--- src/rtl/gdda_pkg.sv ---
// Shared types, constants and calendar helpers for the Gregorian date day arithmetic block.
package gdda_pkg;

  // Only the low DAY_COUNT_BITS of the 16-bit day count take part in arithmetic.
  localparam int DAY_COUNT_BITS = 16;
  localparam int CNT_W          = (DAY_COUNT_BITS < 16) ? DAY_COUNT_BITS : 16;

  // Accumulator width: covers day numbers up to the last day of year 9999 plus
  // the largest day count, and down to minus the largest day count.
  localparam int ACC_W = 24;

  typedef logic signed [ACC_W-1:0] acc_t;

  localparam acc_t CYCLE_DAYS   = acc_t'(146097);  // days in 400 years
  localparam acc_t CENT_LEAP    = acc_t'(36525);   // century that starts on a leap year
  localparam acc_t CENT_PLAIN   = acc_t'(36524);
  localparam acc_t BLOCK_LEAP   = acc_t'(1461);    // four years that start on a leap year
  localparam acc_t BLOCK_PLAIN  = acc_t'(1460);
  localparam acc_t YEAR_LEAP    = acc_t'(366);
  localparam acc_t YEAR_PLAIN   = acc_t'(365);
  localparam acc_t SERIAL_MAX   = acc_t'(3652424); // 31 December 9999

  localparam logic [13:0] YEAR_MAX = 14'd9999;

  typedef enum logic [1:0] {
    ACT_ADD  = 2'd0,
    ACT_SUB  = 2'd1,
    ACT_DIFF = 2'd2,
    ACT_CMP  = 2'd3
  } action_t;

  typedef enum logic [1:0] {
    ORD_EQUAL     = 2'd0,
    ORD_A_LATER   = 2'd1,
    ORD_A_EARLIER = 2'd2
  } order_t;

  typedef enum logic {
    ALU_ADD = 1'b0,
    ALU_SUB = 1'b1
  } alu_op_t;

  typedef struct packed {
    action_t     action;
    logic [4:0]  day_a;
    logic [3:0]  month_a;
    logic [13:0] year_a;
    logic [4:0]  day_b;
    logic [3:0]  month_b;
    logic [13:0] year_b;
    logic [15:0] day_count;
  } req_t;

  typedef struct packed {
    action_t     action;
    logic [4:0]  day;
    logic [3:0]  month;
    logic [13:0] year;
    logic [21:0] diff;
    order_t      order;
    logic        err;
  } res_t;

  // Length of month m (1..12) in a year whose leap status is given.
  function automatic logic [4:0] month_days(input logic [3:0] m, input logic leap);
    logic [4:0] len;
    case (m) inside
      4'd2:                    len = leap ? 5'd29 : 5'd28;
      4'd4, 4'd6, 4'd9, 4'd11: len = 5'd30;
      default:                 len = 5'd31;
    endcase
    return len;
  endfunction

endpackage

--- src/rtl/gregorian_date_day_arithmetic.sv ---
// Gregorian date day arithmetic top level: command port, sequencer and result register.
// The time from an accepted transaction to its result strobe grows with the years and
// months stepped through on the one shared adder, by 400-, 100-, 4- and 1-year blocks and
// then month by month; one transaction is in flight at a time.
// rst_n is synchronous and active low; it returns the sequencer to idle and clears the strobe.
// Each result is marked on the out_ ports by out_valid, which is high for exactly one cycle.
module gregorian_date_day_arithmetic (
  input  logic        clk,
  input  logic        rst_n,
  input  logic        start,
  output logic        busy,
  input  logic [1:0]  in_action,
  input  logic [4:0]  in_day_a,
  input  logic [3:0]  in_month_a,
  input  logic [13:0] in_year_a,
  input  logic [4:0]  in_day_b,
  input  logic [3:0]  in_month_b,
  input  logic [13:0] in_year_b,
  input  logic [15:0] in_day_count,
  output logic        out_valid,
  output logic [4:0]  out_res_day,
  output logic [3:0]  out_res_month,
  output logic [13:0] out_res_year,
  output logic [21:0] out_day_difference,
  output logic [1:0]  out_order,
  output logic        out_range_error
);
  import gdda_pkg::*;

  req_t        req;
  res_t        seq_res;
  logic        seq_busy;
  logic        seq_done;

  logic        out_valid_r;
  logic [4:0]  res_day_r;
  logic [3:0]  res_month_r;
  logic [13:0] res_year_r;
  logic [21:0] day_difference_r;
  logic [1:0]  order_r;
  logic        range_error_r;

  // Gather the command fields into one request word for the sequencer.
  assign req.action    = action_t'(in_action);
  assign req.day_a     = in_day_a;
  assign req.month_a   = in_month_a;
  assign req.year_a    = in_year_a;
  assign req.day_b     = in_day_b;
  assign req.month_b   = in_month_b;
  assign req.year_b    = in_year_b;
  assign req.day_count = in_day_count;

  // The sequencer turns each date into a day number counted from 1 January of
  // year 0, then either adds or subtracts the day count and walks the sum back
  // into a calendar date, or subtracts the two day numbers for the difference
  // and compare actions.  It only looks at start while it is idle, so the
  // transaction is taken exactly when start is high and busy is low.
  gdda_seq u_seq (
    .clk   (clk),
    .rst_n (rst_n),
    .start (start),
    .req   (req),
    .busy  (seq_busy),
    .done  (seq_done),
    .res   (seq_res)
  );

  // The result register loads the result fields once per transaction and holds them until the next result.
  // Fields that the action does not produce are forced to zero here, so the
  // sequencer can leave stale values in them.
  always_ff @(posedge clk) begin
    if (!rst_n) begin
      out_valid_r <= 1'b0;
    end else begin
      out_valid_r <= seq_done;
      if (seq_done) begin
        case (seq_res.action) inside
          ACT_ADD, ACT_SUB: begin
            res_day_r        <= seq_res.day;
            res_month_r      <= seq_res.month;
            res_year_r       <= seq_res.year;
            range_error_r    <= seq_res.err;
            day_difference_r <= '0;
            order_r          <= ORD_EQUAL;
          end
          ACT_DIFF: begin
            res_day_r        <= '0;
            res_month_r      <= '0;
            res_year_r       <= '0;
            range_error_r    <= 1'b0;
            day_difference_r <= seq_res.diff;
            order_r          <= ORD_EQUAL;
          end
          default: begin
            res_day_r        <= '0;
            res_month_r      <= '0;
            res_year_r       <= '0;
            range_error_r    <= 1'b0;
            day_difference_r <= '0;
            order_r          <= seq_res.order;
          end
        endcase
      end
    end
  end

  assign busy               = seq_busy;
  assign out_valid          = out_valid_r;
  assign out_res_day        = res_day_r;
  assign out_res_month      = res_month_r;
  assign out_res_year       = res_year_r;
  assign out_day_difference = day_difference_r;
  assign out_order          = order_r;
  assign out_range_error    = range_error_r;

endmodule

--- src/rtl/gdda_alu.sv ---
// Shared add/subtract unit with sign and zero flags used by the date sequencer.
module gdda_alu (
  input  gdda_pkg::acc_t    opa,
  input  gdda_pkg::acc_t    opb,
  input  gdda_pkg::alu_op_t op,
  output gdda_pkg::acc_t    sum,
  output logic              neg,
  output logic              zero
);
  import gdda_pkg::*;

  acc_t opb_inv;

  // One carry chain serves both directions: a - b is a + ~b + 1.
  assign opb_inv = (op == ALU_SUB) ? ~opb : opb;
  assign sum     = opa + opb_inv + acc_t'(op == ALU_SUB);
  assign neg     = sum[ACC_W-1];
  assign zero    = (sum == '0);

endmodule

--- src/rtl/gdda_seq.sv ---
// Sequencer that converts dates to day numbers and back by stepping the shared adder.
module gdda_seq (
  input  logic             clk,
  input  logic             rst_n,
  input  logic             start,
  input  gdda_pkg::req_t   req,
  output logic             busy,
  output logic             done,
  output gdda_pkg::res_t   res
);
  import gdda_pkg::*;

  typedef enum logic [3:0] {
    S_IDLE,
    S_TY400,
    S_TY100,
    S_TY4,
    S_TY1,
    S_TMON,
    S_TDAY,
    S_ADDCNT,
    S_FY400,
    S_FY100,
    S_FY4,
    S_FY1,
    S_FMON,
    S_DIFF,
    S_NEG
  } state_t;

  state_t      state_r;
  req_t        req_r;
  req_t        req_c;
  logic        which_r;   // 0 while converting date A, 1 for date B
  acc_t        acc_r;
  acc_t        sa_r;
  logic [13:0] ry_r;      // years left (to day number) or year reached (from day number)
  logic [1:0]  cen_r;     // century within the 400-year cycle
  logic [4:0]  blk_r;     // four-year block within the century
  logic [1:0]  yib_r;     // year within the four-year block
  logic [3:0]  mon_r;
  logic        err_r;
  logic        done_r;
  res_t        res_r;

  logic        leap;
  acc_t        cent_len;
  acc_t        blk_len;
  acc_t        yr_len;
  acc_t        mon_len;
  logic [4:0]  cur_day;
  logic [3:0]  cur_mon;
  logic [5:0]  day_m1;

  acc_t        opa;
  acc_t        opb;
  alu_op_t     op;
  acc_t        sum;
  logic        neg;
  logic        zero;

  gdda_alu u_alu (
    .opa  (opa),
    .opb  (opb),
    .op   (op),
    .sum  (sum),
    .neg  (neg),
    .zero (zero)
  );

  // Clamp month and year once, when the transaction is taken.
  always_comb begin
    req_c = req;
    if (req.month_a == 4'd0)       req_c.month_a = 4'd1;
    else if (req.month_a > 4'd12)  req_c.month_a = 4'd12;
    if (req.month_b == 4'd0)       req_c.month_b = 4'd1;
    else if (req.month_b > 4'd12)  req_c.month_b = 4'd12;
    if (req.year_a > YEAR_MAX)     req_c.year_a  = YEAR_MAX;
    if (req.year_b > YEAR_MAX)     req_c.year_b  = YEAR_MAX;
  end

  // The position counters tell the leap status without any division.
  assign leap     = (yib_r == 2'd0) && ((blk_r != 5'd0) || (cen_r == 2'd0));
  assign cent_len = (cen_r == 2'd0) ? CENT_LEAP : CENT_PLAIN;
  assign blk_len  = ((blk_r != 5'd0) || (cen_r == 2'd0)) ? BLOCK_LEAP : BLOCK_PLAIN;
  assign yr_len   = leap ? YEAR_LEAP : YEAR_PLAIN;
  assign mon_len  = acc_t'(month_days(mon_r, leap));
  assign cur_day  = which_r ? req_r.day_b : req_r.day_a;
  assign cur_mon  = which_r ? req_r.month_b : req_r.month_a;
  assign day_m1   = {1'b0, cur_day} - 6'd1;

  always_comb begin
    opa = acc_r;
    opb = '0;
    op  = ALU_ADD;
    case (state_r)
      S_TY400:  opb = CYCLE_DAYS;
      S_TY100:  opb = cent_len;
      S_TY4:    opb = blk_len;
      S_TY1:    opb = yr_len;
      S_TMON:   opb = mon_len;
      S_TDAY:   opb = {{(ACC_W-6){day_m1[5]}}, day_m1};
      S_ADDCNT: begin
        opa = sa_r;
        opb = acc_t'(req_r.day_count[CNT_W-1:0]);
        op  = (req_r.action == ACT_SUB) ? ALU_SUB : ALU_ADD;
      end
      S_FY400: begin
        opb = CYCLE_DAYS;
        op  = ALU_SUB;
      end
      S_FY100: begin
        opb = cent_len;
        op  = ALU_SUB;
      end
      S_FY4: begin
        opb = blk_len;
        op  = ALU_SUB;
      end
      S_FY1: begin
        opb = yr_len;
        op  = ALU_SUB;
      end
      S_FMON: begin
        opb = mon_len;
        op  = ALU_SUB;
      end
      S_DIFF: begin
        opa = sa_r;
        opb = acc_r;
        op  = ALU_SUB;
      end
      S_NEG: begin
        opa = '0;
        opb = acc_r;
        op  = ALU_SUB;
      end
      default: begin
        opb = '0;
      end
    endcase
  end

  always_ff @(posedge clk) begin
    if (!rst_n) begin
      state_r <= S_IDLE;
      done_r  <= 1'b0;
    end else begin
      done_r <= 1'b0;
      case (state_r)
        S_IDLE: begin
          if (start) begin
            req_r   <= req_c;
            which_r <= 1'b0;
            acc_r   <= '0;
            ry_r    <= req_c.year_a;
            cen_r   <= 2'd0;
            blk_r   <= 5'd0;
            yib_r   <= 2'd0;
            state_r <= S_TY400;
          end
        end
        S_TY400: begin
          if (ry_r >= 14'd400) begin
            acc_r <= sum;
            ry_r  <= ry_r - 14'd400;
          end else begin
            state_r <= S_TY100;
          end
        end
        S_TY100: begin
          if (ry_r >= 14'd100) begin
            acc_r <= sum;
            ry_r  <= ry_r - 14'd100;
            cen_r <= cen_r + 2'd1;
          end else begin
            state_r <= S_TY4;
          end
        end
        S_TY4: begin
          if (ry_r >= 14'd4) begin
            acc_r <= sum;
            ry_r  <= ry_r - 14'd4;
            blk_r <= blk_r + 5'd1;
          end else begin
            state_r <= S_TY1;
          end
        end
        S_TY1: begin
          if (ry_r != 14'd0) begin
            acc_r <= sum;
            ry_r  <= ry_r - 14'd1;
            yib_r <= yib_r + 2'd1;
          end else begin
            mon_r   <= 4'd1;
            state_r <= S_TMON;
          end
        end
        S_TMON: begin
          if (mon_r < cur_mon) begin
            acc_r <= sum;
            mon_r <= mon_r + 4'd1;
          end else begin
            state_r <= S_TDAY;
          end
        end
        S_TDAY: begin
          if (!which_r) begin
            sa_r <= sum;
            if ((req_r.action == ACT_ADD) || (req_r.action == ACT_SUB)) begin
              state_r <= S_ADDCNT;
            end else begin
              which_r <= 1'b1;
              acc_r   <= '0;
              ry_r    <= req_r.year_b;
              cen_r   <= 2'd0;
              blk_r   <= 5'd0;
              yib_r   <= 2'd0;
              state_r <= S_TY400;
            end
          end else begin
            acc_r   <= sum;
            state_r <= S_DIFF;
          end
        end
        S_ADDCNT: begin
          ry_r  <= 14'd0;
          cen_r <= 2'd0;
          blk_r <= 5'd0;
          yib_r <= 2'd0;
          if (neg) begin
            acc_r <= '0;
            err_r <= 1'b1;
          end else if (sum > SERIAL_MAX) begin
            acc_r <= SERIAL_MAX;
            err_r <= 1'b1;
          end else begin
            acc_r <= sum;
            err_r <= 1'b0;
          end
          state_r <= S_FY400;
        end
        S_FY400: begin
          if (!neg) begin
            acc_r <= sum;
            ry_r  <= ry_r + 14'd400;
          end else begin
            state_r <= S_FY100;
          end
        end
        S_FY100: begin
          if (!neg) begin
            acc_r <= sum;
            ry_r  <= ry_r + 14'd100;
            cen_r <= cen_r + 2'd1;
          end else begin
            state_r <= S_FY4;
          end
        end
        S_FY4: begin
          if (!neg) begin
            acc_r <= sum;
            ry_r  <= ry_r + 14'd4;
            blk_r <= blk_r + 5'd1;
          end else begin
            state_r <= S_FY1;
          end
        end
        S_FY1: begin
          if (!neg) begin
            acc_r <= sum;
            ry_r  <= ry_r + 14'd1;
            yib_r <= yib_r + 2'd1;
          end else begin
            mon_r   <= 4'd1;
            state_r <= S_FMON;
          end
        end
        S_FMON: begin
          if ((mon_r < 4'd12) && !neg) begin
            acc_r <= sum;
            mon_r <= mon_r + 4'd1;
          end else begin
            // The remainder is below the month length, so day + 1 fits.
            res_r.action <= req_r.action;
            res_r.day    <= acc_r[4:0] + 5'd1;
            res_r.month  <= mon_r;
            res_r.year   <= ry_r;
            res_r.err    <= err_r;
            res_r.diff   <= '0;
            res_r.order  <= ORD_EQUAL;
            done_r       <= 1'b1;
            state_r      <= S_IDLE;
          end
        end
        S_DIFF: begin
          res_r.action <= req_r.action;
          res_r.day    <= '0;
          res_r.month  <= '0;
          res_r.year   <= '0;
          res_r.err    <= 1'b0;
          if (zero) begin
            res_r.order <= ORD_EQUAL;
            res_r.diff  <= '0;
            done_r      <= 1'b1;
            state_r     <= S_IDLE;
          end else if (neg) begin
            res_r.order <= ORD_A_EARLIER;
            acc_r       <= sum;
            state_r     <= S_NEG;
          end else begin
            res_r.order <= ORD_A_LATER;
            res_r.diff  <= sum[21:0];
            done_r      <= 1'b1;
            state_r     <= S_IDLE;
          end
        end
        S_NEG: begin
          res_r.diff <= sum[21:0];
          done_r     <= 1'b1;
          state_r    <= S_IDLE;
        end
        default: begin
          state_r <= S_IDLE;
        end
      endcase
    end
  end

  assign busy = (state_r != S_IDLE);
  assign done = done_r;
  assign res  = res_r;

endmodule
--- config.mk ---
export PLATFORM = sky130hd
export DESIGN_NAME = gregorian_date_day_arithmetic
export DESIGN_NICKNAME = d
export VERILOG_FILES = /design/src/rtl/gdda_pkg.sv /design/src/rtl/gregorian_date_day_arithmetic.sv /design/src/rtl/gdda_alu.sv /design/src/rtl/gdda_seq.sv
export SDC_FILE = /design/constraint.sdc
export NUM_CORES = 1
export LEC_CHECK = 0
export BUFFER_PORTS_ARGS = -buffer_cell sky130_fd_sc_hd__buf_4
export CORE_MARGIN = 4
export CORE_UTILIZATION = 53
export CTS_BUF_LIST = sky130_fd_sc_hd__clkbuf_8 sky130_fd_sc_hd__clkbuf_16
export CTS_CLUSTER_SIZE = 30
export DETAILED_ROUTE_END_ITERATION = 16
export GPL_TIMING_DRIVEN = 0
export PLACE_DENSITY = 0.82
export SYNTH_ARGS = -nofsm -noshare
export SYNTH_HDL_FRONTEND = slang
export SYNTH_HIERARCHICAL = 1
export SYNTH_SLANG_ARGS = --single-unit
export TNS_END_PERCENT = 100
--- constraint.sdc ---
create_clock -name clk -period 10.3 [get_ports clk]
set_input_delay 1.03 -clock clk [delete_from_list [all_inputs] [get_ports clk]]
set_output_delay 1.03 -clock clk [all_outputs]
set_load 0.03 [all_outputs]
==> results of run 1 <==
-- worst paths after layout --
path	slack [ps]	depth (start not counted)	from	end
worst max-delay path	1660	25	u_seq/state_r[3]	u_seq/res[35]
worst min-delay path	460	1	u_seq/done	out_valid
worst max register to register	1660	25	u_seq/state_r[3]	u_seq/res[35]
worst min register to register	460	1	u_seq/done	out_valid
-- cells by family (layout without fill, tap and decap cells) --
group,count (synthesis),count (layout),synth area share [%]
compound gates,350,350,17.4
simple gates,513,513,19.4
fa+ha+maj,62,62,5.49
buf+inv,115,284,3.60
mux,18,18,1.34
xor+xnor,83,83,5.05
flops,231,231,47.8
-- layout by cell type (no fill, tap or decap), types with 30 or more instances in the layout --
cell / Yosys / routed
nor2b_1: 45 / 45
o21ai_0: 55 / 55
nand3_1: 30 / 30
nor2_1: 107 / 105
buf_4: 2 / 120
nand2_1: 101 / 101
buf_2: 32 / 33
a21oi_1: 68 / 68
ha_1: 60 / 60
nor3_1: 36 / 36
xnor2_1: 31 / 31
inv_1: 32 / 40
clkbuf_1: 35 / 35
edfxtp_1: 225 / 225
xor2_1: 52 / 52
and2_1: 60 / 59
-- power groups by stage --
stage	Clock, mW	Sequential, mW	Combinational, mW
after detailed placement	0	1.44	2.58
after CTS	0.857	1.42	2.60
final	0.841	1.43	2.71
after global routing	0.897	1.44	2.88
after global placement	0	1.44	2.55
after floorplan	0	1.37	1.81
-- per-stage QoR --
stage | hold slack [ps] | power, mW | setup TNS (ps) | setup WS (ps) | utilization [%]
2_1_floorplan | 421 | 3.18 | 0 | 654 | -
3_3_place_gp | 465 | 3.98 | -70770 | -2530 | 58.6
3_5_place_dp | 458 | 4.02 | 0 | 2020 | 59.2
4_1_cts | 474 | 4.88 | 0 | 1950 | 62.1
5_1_grt | 494 | 5.22 | 0 | 1440 | 62.1
6_report | 463 | 4.98 | 0 | 1660 | 62.1
-- layout make-up --
cell class	instances	area share, %
clock inverter	16	0.676
multi-input combinational	1026	42.4
inverter	34	0.767
clock buffer	28	4.01
tap	341	2.56
sequential	231	41.3
timing repair buffer	125	5.98
buffer	81	2.35
-- flip-flops by register name (all words and copies together) (netlist names), 4 cells and up --
signal and count:
u_seq/req_r 50, u_seq/res 50, u_seq/acc_r 24, u_seq/sa_r 24
out_day_difference 22, out_res_year 14, u_seq/ry_r 14, out_res_day 5
u_seq/blk_r 5, out_res_month 4, u_seq/mon_r 4, u_seq/state_r 4
-- routing by layer --
layer / vias up / track usage (%) / share of wire (%)
met5: - / 0 / 0.042
met4: 2 / 8.61 / 3.3
met3: 114 / 6.84 / 12
met2: 775 / 39.8 / 41
met1: 5565 / 42.4 / 43
li1: 5486 / - / -
-- worst reg2reg max path: cells and delay by family (launching register included) --
family | cells | cell delay, ps
compound gates | 6 | 2280
flops | 1 | 400
buf+inv | 12 | 3930
xor+xnor | 1 | 240
fa+ha+maj | 1 | 260
mux | 1 | 140
simple gates | 4 | 1060
==> summary.txt, run 1 <==
Critical path
  – Worst EP required: approximately 11000 ps
  – Startpoint types: flop
  – Critical path fanouts, max: 10
  – CP bufs+invs: 12
  – Critical path's slowest cell: a2111oi_2
  – Worst Setup End Kind: flop
  – Crit path largest cell delay: just over 1000 ps
  – Critical path class: flop to flop
  – Most frequent CP cell: buf_2
  – Critical path's top delay family: buffers and inverters
  – Critical Path AT: around 9000 ps

Synth
  – Post-synth EDFFs: 225
  – Netlist Area Pre-Place: 14400 um^2
  – Synthesized net count: around 1500
  – YS warnings: 6
  – Unique cell type count in the Yosys netlist: between 90 and 100
  – Post-synthesis register bit count: 231
  – Fraction of the yosys area taken by sequential cells: between 40% and 50%
  – Post-synth ARST share: 0%
  – Largest cells by area after synthesis: edfxtp_1 47%, ha_1 5.2%, xor2_1 3.2%, nor2_1 2.8%, nand2_1 2.6%
  – Mapped Cells: around 1400
  – Commonest cells in the netlist: 225 x edfxtp_1, 107 x nor2_1, 101 x nand2_1, 68 x a21oi_1
  – Synth Flop Type: edfxtp_1
  – Yosys top cell by area: edfxtp_1
  – Top-count cell post-synth: edfxtp_1
  – Top-area cell type share of the netlist area: between 40% and 50%
  – Synthesized area per cell: around 10 um^2

GRT
  – Global-route wire length before repair: ~66000 um
  – Vias in the first global route: about 11000
  – Largest net degree at the start of global routing: ~50
  – Initial antenna violation count: 1
  – Total track usage: approximately 28%
  – GRT overflow: 0

STA
  – Pins Over Slew Limit: 0
  – RSZ-0062 raised after global routing: no
  – Final period utilization: a little over four fifths
  – Relative slew slack: under 10%
  – Final hold viol count: 0
  – Clock Skews: approximately 22 ps
  – Max Freq: 0.116 GHz
  – # setup viols final: 0
  – Tmin final: 8640 ps
  – Tightest Pin Transition: ~1400 ps

Routing
  – Total wire length: roughly 43000 um
  – DR vias/cell: about 6.3
  – Final antenna-violating net count: 0
  – DRT iter0 DRCs: 1569
  – Post-route DRC: 0
  – Drt first pass iters: 6
  – Average routed wire per standard cell: approximately 23 um
  – Vias post-DR: ~12000

Floorplanning
  – Ports: about 120
  – Core area: about 27000 um^2
  – Die area: ~30000 um^2
  – Die Ht: about 170 um
  – # rows: 60
  – Initial core utilization: 53.7%
  – Die width: around 170 um

Layout
  – Filler cells: roughly 2200
  – Post-Layout Cell Count: 1882
  – Area occupied by multi-input gates: roughly 7000 um^2
  – P&R area growth vs syn: 15.6%
  – Nets: between 1500 and 2000
  – Share of post-route cells with drive strength above 1: between 15 and 20%
  – Register Area: 6880 um^2
  – ANT cells: 0
  – Post-route cell area: approximately 17000 um^2

Job
  – Max_cap viols: 0

Clock network
  – # clock sinks: around 230
  – Number of H-tree levels: 1
  – Root buffer cell: clkbuf_16
  – Post-CTS Setup Inserts: 0
  – Clk buf depth: 3
  – Post-CTS Resized: 0
  – # hold bufs at CTS: 0
  – Clk Latency, worst-skew pair: around 530 ps
  – CTS tree: done
  – Clock slew seen by the registers of the worst setup and hold paths: about 60 ps
  – CTS Buf Count: 25

Place
  – Dpl hpwl: between 30000 and 40000 um
  – IO buf count: about 120
  – Dpl cells: 1838
  – Post-place instance area: roughly 16000 um^2
  – Gpl congestion: between 0.9 and 1

Run status
  – Status: finished clean

Pwr
  – Reg power frac: 28.7%
  – Power density over the cells: ~300 nW/um^2
  – Clk pwr share: between 15 and 20%
  – Cell Int Power: approximately 2.7 mW
  – Sw Pwr: approximately 2.3 mW
  – Comb pwr share: 54.4%
  – Static leakage: about 6.4 nW
  – Sw Ratio: a little under half
  – Worst vdd rail ir drop: 0.169 mV

Worst hold path
  – HP Class: flop to flop
Note: power is estimated with default switching activity, not from simulation.
==> inputs of run 2 (changes only) <==
- ABC_AREA: default -> 1
- PLACE_DENSITY: 0.82 -> 0.79
- clock period: 10.3 -> 8.6 ns (I/O delays scaled with it)
==> run 2 against run 1 <==
Effect of this change: critical path depth up 9; cell area up 2.0%; cell count up 26%; first-iteration DRC count down 6.6%; non-clock buffer count down 38; core utilization up 0.34 points.
==> summary.txt, run 2 <==
Clock network
  – Post-CTS Setup Inserts: 0
  – Clk Latency, worst-skew pair: roughly 540 ps
  – CTS tree: done
  – CTS Buf Count: 25
  – Clk buf depth: 3
  – # clock sinks: 231
  – Post-CTS Resized: 0
  – # hold bufs at CTS: 0
  – Root buffer cell: clkbuf_16
  – Clock slew seen by the registers of the worst setup and hold paths: 60 ps
  – Number of H-tree levels: 1

STA
  – RSZ-0062 raised after global routing: no
  – Pins Over Slew Limit: 0
  – Final hold viol count: 0
  – Clock Skews: between 10 and 15 ps
  – Tmin final: roughly 6000 ps
  – Relative slew slack: between 20% and 30%
  – Max Freq: 0.168 GHz
  – Setup TNS: 0 ps
  – Final period utilization: between 60% and 70%
  – Tightest Pin Transition: approximately 1100 ps
  – # setup viols final: 0

Layout
  – P&R area growth vs syn: 15.0%
  – Most frequent cells in the layout: 396 x nand2_1, 310 x inv_1, 225 x edfxtp_1
  – Commonest non-fill, non-tap cell in the layout: nand2_1
  – Share of post-route cells with drive strength above 1: between 10 and 15%
  – Filler cells: ~2400
  – ANT cells: 0
  – Nets: ~2100

Critical path
  – Worst R2R Setup Slack: 2670 ps
  – Critical path fanouts, max: 13
  – Critical path class: flop to flop
  – Worst Setup End Kind: flop
  – FF-to-FF Start: u_seq/state_r[1]
  – Crit path largest cell delay: roughly 560 ps
  – Worst EP required: around 9000 ps
  – Critical Path AT: roughly 6000 ps
  – Worst setup path start: u_seq/state_r[1]
  – Startpoint types: flop
  – Most frequent CP cell: nand2_1
  – Critical path's slowest cell: nor2_2

Place
  – IO buf count: between 100 and 150
  – Dpl hpwl: about 32000 um
  – Gpl congestion: 1.00

Synth
  – Post-synthesis register bit count: 231
  – Commonest cells in the netlist: 396 x nand2_1, 306 x inv_1, 225 x edfxtp_1, 207 x nor2_1, 152 x nand3_1
  – Largest cells by area after synthesis: edfxtp_1 46%, nand2_1 10%, inv_1 7.8%, nor2_1 5.3%, nand3_1 5.2%
  – Post-synth ARST share: 0%
  – Synthesized net count: about 2000
  – Yosys top cell by area: edfxtp_1
  – YS warnings: 6
  – Post-synth EDFFs: ~230
  – Top-area cell type share of the netlist area: between 40% and 50%
  – Synthesized area per cell: 8.02 um^2
  – Mapped Cells: ~1800
  – Unique cell type count in the Yosys netlist: 46
  – Top-count cell post-synth: nand2_1
  – Netlist Area Pre-Place: 14800 um^2
  – Synth Flop Type: edfxtp_1
  – Fraction of the yosys area taken by sequential cells: 46.6%

Floorplanning
  – Core area: around 27000 um^2
  – Die area: between 30000 and 40000 um^2
  – Die Ht: 175 um
  – Die width: approximately 170 um
  – Initial core utilization: between 50% and 60%
  – Ports: 117
  – # rows: 60

Routing
  – Drt first pass iters: 6
  – Final antenna-violating net count: 0
  – DR vias/cell: around 5.5
  – Average routed wire per standard cell: approximately 17 um
  – Post-route DRC: 0
  – DRT iter0 DRCs: roughly 1500
  – Vias post-DR: 13100
  – Total wire length: around 41000 um

GRT
  – Initial antenna violation count: 0
  – Total track usage: approximately 26%
  – Largest net degree at the start of global routing: 49
  – GRT overflow: 0
  – Global-route wire length before repair: approximately 63000 um
  – Vias in the first global route: 11800

Job
  – Max_cap viols: 0

Worst hold path
  – Hold_sp: u_seq/done
  – HP Class: flop to flop

Run status
  – Status: finished clean
==> run 2: metal layers <==
layer  part of all wire [%]  track usage, %
met1                     45            40.4
met2                     41            37.2
met3                     11            4.18
met4                    2.4            6.02
met5                      0               0
==> run 2: worst paths after layout <==
| kind | endpoint | cells past startpoint |
|---|---|---|
| hold / removal | out_valid | 2 |
| setup / recovery | u_seq/acc_r[17] | 34 |
| hold reg to reg | out_valid | 2 |
| setup reg to reg | u_seq/acc_r[17] | 34 |
==> run 2: cells by family after synthesis <==
family,Yosys count,share of synthesized area [%]
AO/OA/AOI/OAI,241,8.89
XOR/XNOR,33,1.96
adder cells (fa/ha/maj),62,5.36
buffers and inverters,374,10.1
flip-flops,231,46.6
multiplexers,5,0.339
AND/OR/NAND/NOR,893,26.8
==> run 2: worst max-delay path: cells and delay by family, from the launching register on <==
family | cells | cell delay, ps
adders and majority gates | 1 | 420
AOI/OAI and AO/OA | 3 | 610
DFF | 1 | 310
buffers and inverters | 8 | 1190
and+or+nand+nor | 22 | 3100
==> run 2: final cells by class <==
| cell class | instances | area [um^2] | share of cell area, % |
|---|---|---|---|
| sequential | 231 | 6880 | 40.5 |
| multi-input combinational | 1234 | 6420 | 37.8 |
| inverter | 328 | 1230 | 7.25 |
| timing repair buffer | 122 | 947 | 5.58 |
| clock buffer | 25 | 626 | 3.69 |
| tap | 372 | 465 | 2.74 |
| buffer | 46 | 255 | 1.50 |
| clock inverter | 17 | 148 | 0.870 |
==> run 2: stage by stage <==
step	setup WS (ps)	hold slack, ps	util (%)	instance area [um^2]	instances
after floorplan	2380	404	-	14800	1839
after global placement	870	420	59.2	16100	2327
after detailed placement	2960	436	59.6	16200	2333
after CTS	2880	454	62.4	17000	2375
after global routing	2180	493	62.4	17000	2375
final	2670	454	62.4	17000	2375
Power of run 2 is left out: the tool's default activity adds up to more than one toggle a clock period on the data nets, which glitch-free logic cannot reach.
==> inputs of run 3 (changes only) <==
- PLACE_DENSITY: 0.79 -> 0.82
- clock period: 8.6 -> 5.25 ns (I/O delays scaled with it)
==> run 3 against run 2 <==
Effect of this change: clock-buffer cell count fell by 1; largest cell class unchanged; cell count rose by 0.63%; wire length increased by 2.6%; global-route usage grew 0.46 points; sequential share of layout area down 0.68 points; clock skew grew 5.0 ps; critical path depth decreased by 4; worst setup slack got worse by 2500 ps; critical path type unchanged; fmax is 17% higher; register-to-register slack got worse by 2500 ps; non-clock buffer count increased by 15.
==> summary.txt, run 3 (synthesis results as in run 2) <==
GRT
  – Total track usage: a little over a quarter
  – Largest net degree at the start of global routing: between 40 and 50
  – GRT overflow: 0
  – Initial antenna violation count: 0
  – Vias in the first global route: around 12000
  – Global-route wire length before repair: 63800 um

Run status
  – Status: finished clean

Critical path
  – Worst Setup End Kind: flop
  – Critical path fanouts, max: 10
  – Worst EP required: around 5500 ps
  – Crit path largest cell delay: between 300 and 400 ps
  – Startpoint types: flop
  – Critical path's slowest cell: dfxtp_2
  – Most frequent CP cell: nand2_1
  – Critical path class: flop to flop
  – Critical Path AT: about 5300 ps

Floorplanning
  – Die Ht: 175 um
  – Ports: ~120
  – # rows: 60
  – Die area: 30600 um^2
  – Core area: between 20000 and 30000 um^2
  – Die width: between 150 and 200 um
  – Initial core utilization: between 50% and 60%

STA
  – Relative slew slack: roughly 35%
  – # setup viols final: 0
  – Tightest Pin Transition: 976 ps
  – Clock Skews: between 15 and 20 ps
  – RSZ-0062 raised after global routing: no
  – Max Freq: roughly 0.20 GHz
  – Tmin final: 5050 ps
  – Final hold viol count: 0
  – Final period utilization: roughly 96%
  – Pins Over Slew Limit: 0

Routing
  – Final antenna-violating net count: 0
  – Total wire length: a little over 40000 um
  – Average routed wire per standard cell: between 15 and 20 um
  – Met2 Routed Length: about 17000 um
  – Routed wl met3: 5160 um
  – Vias post-DR: roughly 13000
  – DR vias/cell: approximately 5.5
  – Top Layer Used: met4
  – DRT iter0 DRCs: roughly 1600
  – Drt first pass iters: 6
  – M1 WL: 18700 um
  – Post-route DRC: 0

Layout
  – Nets: between 2000 and 2500
  – Post-route cell area: around 17000 um^2
  – Most frequent cells in the layout: 390 x nand2_1, 311 x inv_1, 225 x edfxtp_1
  – P&R area growth vs syn: 17.1%
  – ANT cells: 0
  – Commonest non-fill, non-tap cell in the layout: nand2_1
  – Share of post-route cells with drive strength above 1: between 15 and 20%

Clock network
  – Number of H-tree levels: 1
  – # hold bufs at CTS: 0
  – # clock sinks: 231
  – CTS tree: done
  – CTS Buf Count: 24
  – Clock slew seen by the registers of the worst setup and hold paths: approximately 70 ps
  – Clk Latency, worst-skew pair: ~530 ps
  – Clk buf depth: 3
  – Root buffer cell: clkbuf_16

Place
  – Post-place instance area: 16200 um^2
  – IO buf count: 116
  – Gpl congestion: 0.970
  – Dpl hpwl: roughly 33000 um

Worst hold path
  – HP Class: primary input to flop

Job
  – Max_cap viols: 0
-- run 3: changes by cell type in the layout (fill, tap and decap cells not counted), sizes merged --
cell	delta
clkinv	-3
clkbuf	+2
bufinv	+1
buf	+12
clkinvlp	+3
-- run 3: per-stage QoR --
| step | hold WS, ps | TNS [ps] | setup WS (ps) | cells | util (%) |
|---|---|---|---|---|---|
| final | 182 | 0 | 196 | 2390 | 63.6 |
| after global routing | 172 | 0 | 5.25 | 2390 | 63.6 |
| after CTS | 170 | 0 | 75.4 | 2376 | 62.7 |
| after detailed placement | 438 | -13100 | -334 | 2332 | 59.6 |
| after global placement | 422 | -89360 | -1280 | 2327 | 59.2 |
| after floorplan | 404 | 0 | 212 | 1839 | - |
-- run 3: path summary, 6_finish.rpt --
check / slack (ps) / cells after the start / from / endpoint
worst max-delay path: 200 / 30 / u_seq/state_r[3] / u_seq/acc_r[11]
worst min-delay path: 180 / 1 / in_day_a[0] / u_seq/req_r[57]
worst max register to register: 200 / 30 / u_seq/state_r[3] / u_seq/acc_r[11]
worst min register to register: 460 / 2 / u_seq/done / out_valid
-- run 3: layer usage --
layer / up-vias / GRT usage (%)
met5: - / 0
met4: 0 / 4.81
met3: 73 / 5.78
met2: 779 / 37.9
met1: 5967 / 40.7
li1: 6337 / -
-- run 3: cell type report --
class / count / area (um^2)
repair buffers: 138 / 1070
clock buffers: 24 / 601
flip-flops and latches: 231 / 6880
clock inverters: 18 / 173
multi-input cells: 1234 / 6570
fillers: 2369 / 9900
inverters: 328 / 1240
plain buffers: 45 / 277
well taps: 372 / 465
-- run 3: what timing repair did --
| item | CTS | global route |
|---|---|---|
| endpoints found under the setup margin | 78 | 129 |
| gates resized for setup | 11 | 46 |
| setup buffers | 2 | 15 |
| pin swaps | 1 | 10 |
| gates cloned | 0 | 0 |
-- run 3: worst max-delay path: cells and delay by family (launching register included) --
kind / cells / cell delay (ps)
simple gates: 15 / 1760
buf+inv: 8 / 1270
compound gates: 4 / 560
xor+xnor: 2 / 500
flops: 1 / 370
fa+ha+maj: 1 / 330
Power of run 3 is left out for the same reason.
